## config.mk

```make
export PLATFORM = sky130hd
export DESIGN_NAME = tsfq_ram
export DESIGN_NICKNAME = d
export VERILOG_FILES = /design/src/hw/rtl/tsfq_ram.sv
export SDC_FILE = /design/constraint.sdc
export NUM_CORES = 2
export LEC_CHECK = 0
export ABC_AREA = 0
export BUFFER_PORTS_ARGS = -buffer_cell sky130_fd_sc_hd__buf_2
export CORE_MARGIN = 10
export CORE_UTILIZATION = 55
export CTS_CLUSTER_DIAMETER = 100
export DETAILED_ROUTE_END_ITERATION = 7
export HOLD_SLACK_MARGIN = 0.06
export PLACE_DENSITY = 0.73
export SYNTH_ARGS = -nofsm -noshare
export SYNTH_HDL_FRONTEND = slang
export SYNTH_SLANG_ARGS = --single-unit
```

## constraint.sdc

```tcl
create_clock -name i_clk -period 3.99 [get_ports i_clk]
set_clock_uncertainty 0.1 [all_clocks]
set_input_delay 0.399 -clock i_clk [delete_from_list [all_inputs] [get_ports i_clk]]
set_output_delay 0.399 -clock i_clk [all_outputs]
set_load 0.01 [all_outputs]
```

## src/hw/rtl/tsfq_ram.sv

```systemverilog
// Generic single-write, single-read RAM with a registered read port.
`default_nettype none

module tsfq_ram #(
    parameter int WIDTH = 32,
    parameter int DEPTH = 128
) (
    input  wire logic                     i_clk,
    input  wire logic                     i_we,
    input  wire logic [$clog2(DEPTH)-1:0] i_waddr,
    input  wire logic [WIDTH-1:0]         i_wdata,
    input  wire logic [$clog2(DEPTH)-1:0] i_raddr,
    output logic      [WIDTH-1:0]         o_rdata
);

    logic [WIDTH-1:0] r_mem [DEPTH];

    always_ff @(posedge i_clk) begin
        if (i_we) begin
            r_mem[i_waddr] <= i_wdata;
        end
        o_rdata <= r_mem[i_raddr];
    end

endmodule

`default_nettype wire

```

== Yosys cells after proc, flatten, opt, wreduce, memory -nomap -nowiden ==
Memories as Yosys holds them, arrays and structs flattened. A register that Yosys moved wholly into a read port is not among the register bits.
Index checks and enable logic that the tools add are counted.

* Muxes and demuxes: 2

{| class="wikitable"
|+ Operators with widths
! kind !! count
|-
| $mux 1 || 2
|}

* Word-level logic and storage cells: 3
* Input port bits: 48
* Register bits: 0
* Memory bits (writable): 4096
* Memories kept: 1

{| class="wikitable"
|+ Memory list
! name !! words !! bits a word !! rd ports !! clocked after Yosys merged registers in !! wr ports !! RTL line !! source
|-
| r_mem || 128 || 32 || 1 || 1 || 1 || 16 || <nowiki>logic [WIDTH-1:0] r_mem [DEPTH];</nowiki>
|}

== Logic depth before layout (Yosys ltp) ==
* Word-level depth: 2
* Mapped depth: 8
* Depth with buffers taken out: 4

== Least setup slack after synthesis ==
No wires, ideal clock.

* Path type: input-to-reg
* From: input port i_we
* To: memory r_mem[98][0] (enable)
* Setup time: 461 ps
* Arrival: 3177 ps
* Stages: 3
* Slack: 252 ps
* Path buffers: 1
* Path through: clkbuf_1 > nand4_1 > nor3_1

* Word-level cells in the longest chain between the ends: 2

{| class="wikitable"
|+ RTL lines
! item !! RTL line !! source
|-
| start, declared || 9 || <nowiki>input wire logic i_we,</nowiki>
|-
| $mux 1 || 19 || <nowiki>if (i_we) begin</nowiki>
|-
| $mux 1 (not written as such) || 20 || <nowiki>r_mem[i_waddr] <= i_wdata;</nowiki>
|-
| end, declared || 16 ||
|}

No other way between the ends.

== Worst setup path in the final report ==
* From: input port i_we
* To: memory r_mem[26][6] (enable)

Same word-level chain as after synthesis.

==> results.md <==
* Outcome: completed
* Period utilisation layout at between 70% and 80%
* Synth cell types at 17
* Crit path from: i_we
* Post CTS Setup Buffer Count at 0
* Initial core utilization at 55.31%
* Critical-path top delay cell: dlygate4sd3_1
* CP arrival at 3.43 ns
* Max Cap Viol at 0
* Worst path required time at ~4.4 ns
* Commonest register cell after synthesis: edfxtp_1
* Flops & latches, synth at between 4000 and 5000
* Max FO, Critical Path at 32
* Tot GR Track Use at around 28%
* CTS sink cnt at 4128
* First-pass detailed-route iteration total at 5
* Area grow syn2layout at 13.81%
* Initial antenna violation count at 60
* Cts repair resizes at 0
* Row count at approximately 200
* Vias at 74063
* Slew @ Worst Pin at 1.342 ns
* Root Buffer: clkbuf_16
* PwrDens at about 500 mW/mm²
* DR iter-0 viols at 11532
* Synth warnings at 0
* FMAX at approximately 330 MHz
* Max-slew headroom at 10.55%
* Clk slew on worst S/H paths at 0.06 ns
* Vias in the first global route at approximately 74000
* Crit path time final at ~3.0 ns
* Gpl congestion at 0.8421
* Placed instance area at 0.1650 mm²
* H-tree level count at 5
* Setup crit end kind: flip-flop
* GRT overflow at 0
* Synthesized area at 0.1563 mm²
* Maximum vdd drop at between 0.5 and 0.6 mV
* Total CTS buffers at 395
* Hpwl dp at 232800 µm
* Die area at around 0.3 mm²
* Crit-path most repeated cell: buf_4
* CTS tree: yes
* Placeable Area at 0.2825 mm²
* CTS Buffer Depth at 4
* Final Slew Violations at 0
* Mean post-synth cell area at 26.09 µm²
* Crit-path cells: dlygate4sd3_1 -> buf_2 -> nor2b_1 -> nand2_2 -> buf_4 -> nor2_4 -> buf_4
* First-pass GRT wire length at 592400 µm
* Synthesized Nets at around 6000
* WL final at 425900 µm
* DRC Markers at 0
* Share of cells above drive strength 1 at a little over a third
* Worst R2R Start: r_mem[110][23]
* Final-stage net count at ~6600
* I/O Buffers at 79
* R2R Setup Slk at 1.08 ns
* Crit Path Category: primary input to flip-flop
* Dominant cells by area after synthesis: edfxtp_1 79%, mux4_2 19%, clkbuf_1 0.44%, dfxtp_1 0.41%, nor2_1 0.29%
* Mapped Cells at 5990
* Hold Crit Start: i_wdata[22]
* Register area share after synthesis at 79.12%
* Hold Crit Class: primary input to flip-flop
* Final Hold Fails at 0
* Post-route ant nets at 0
* Number of synthesized flops with an enable pin at 4096
* Wire per inst at 39.99 µm
* Die Wd at 553.0 µm
* Post-route cell area at 0.1779 mm²
* Ys async rst share at 0%
* Most common cell in the netlist: edfxtp_1
* Die Ht at 553.0 µm
* Yosys top cell area share at 78.71%
* # hold bufs at CTS at 10
* DR vias/cell at just under 7
* Synth top cells by count: 4096 x edfxtp_1, 1344 x mux4_2, 182 x clkbuf_1
* CP Launch Type: primary input
* Clock Latency Late Sink at just over 0.9 ns
* Setup violators final at 0
* Crit-path max cell delay at 0.67 ns
* Leak Pwr at 54.71 nW
* Largest net degree at the start of global routing at approximately 110
* Ports at 80
* Largest area contributor in the netlist: edfxtp_1
* Setup TNS at 0 ns
* RSZ-0062 raised after global routing: false
## area by class of cell
cell class | count | area, µm²
Sequential cell | 4128 | 123600
Tap cell | 3743 | 4683
Timing Repair Buffer | 465 | 4478
Clock inverter | 215 | 2117
Multi-Input combinational cell | 1546 | 32290
Antenna cell | 51 | 127.6
Fill cell | 17688 | 104700
Clock buffer | 502 | 10520
## through the flow
stage / power (mW) / hold WS [ns] / setup slack (ns) / std cells / util, %
floorplan: 51.20 / 0.3979 / 0.2523 / 5990 / -
global placement: 53.71 / 0.7721 / 0.2765 / 9872 / 58.40
detailed placement: 53.82 / 0.7834 / 0.2643 / 9872 / 58.40
CTS: 90.10 / 0.06286 / 1.093 / 10599 / 62.90
global route: 91.88 / 0.07537 / 0.9841 / 10614 / 62.92
finish: 89.87 / 0.06170 / 0.9955 / 10650 / 62.95
## power by group
part	leakage [nW]	switching (mW)	internal (mW)
Combinational	11.5	2.99	1.86
Clock	6.15	15.8	21.1
Sequential	37.1	0.259	47.9
## layer usage
metal	vias up	share of wire, %	track usage (%)
met3	951	12	6.408
li1	27565	-	-
met1	39718	34	36.83
met5	-	0.038	0
met2	5803	48	42.85
met4	26	6.3	14.73
## placed cells by master (no fill, tap or decap), types with 7 or more instances in the layout
cell type      count
nand3_1            8
dfxtp_1           32
clkinv_2          59
clkbuf_1          93
clkbuf_16        403
nand2_1           11
mux2_2            32
dlygate4sd3_1     10
clkinvlp_4        12
edfxtp_1        4096
clkinv_4           8
buf_2             41
buf_12            83
buf_4            327
nor3_2             9
clkinv_1          82
bufinv_16         37
diode_2           51
nor2_4           119
mux4_2          1344
inv_6              7
nor2b_1            7
## flip-flops by register name (all words and copies together), names as in the netlist
name,cells
o_rdata,32
r_mem,4096
## cell families (layout without fill, tap and decap cells)
group / Yosys count / count (layout) / synth area share [%]
buffers and inverters: 316 / 1182 / 0.8391
flip-flops: 4128 / 4128 / 79.12
multiplexers: 1376 / 1376 / 19.60
other: 0 / 51 / 0
AND/OR/NAND/NOR: 170 / 170 / 0.4460
## path summary, 6_finish.rpt
check / to / depth (start not counted)
worst max-delay path: r_mem[26][6] / 7
worst min-delay path: r_mem[80][22] / 1
worst max register to register: o_rdata[23] / 4
worst min register to register: o_rdata[5] / 4
## worst max-delay path, delay by kind of cell
family / cells / cell delay [ns]
buffers and inverters: 4 / 1.93
AND/OR/NAND/NOR: 3 / 1.04
Power figures use the tool's default switching activity.
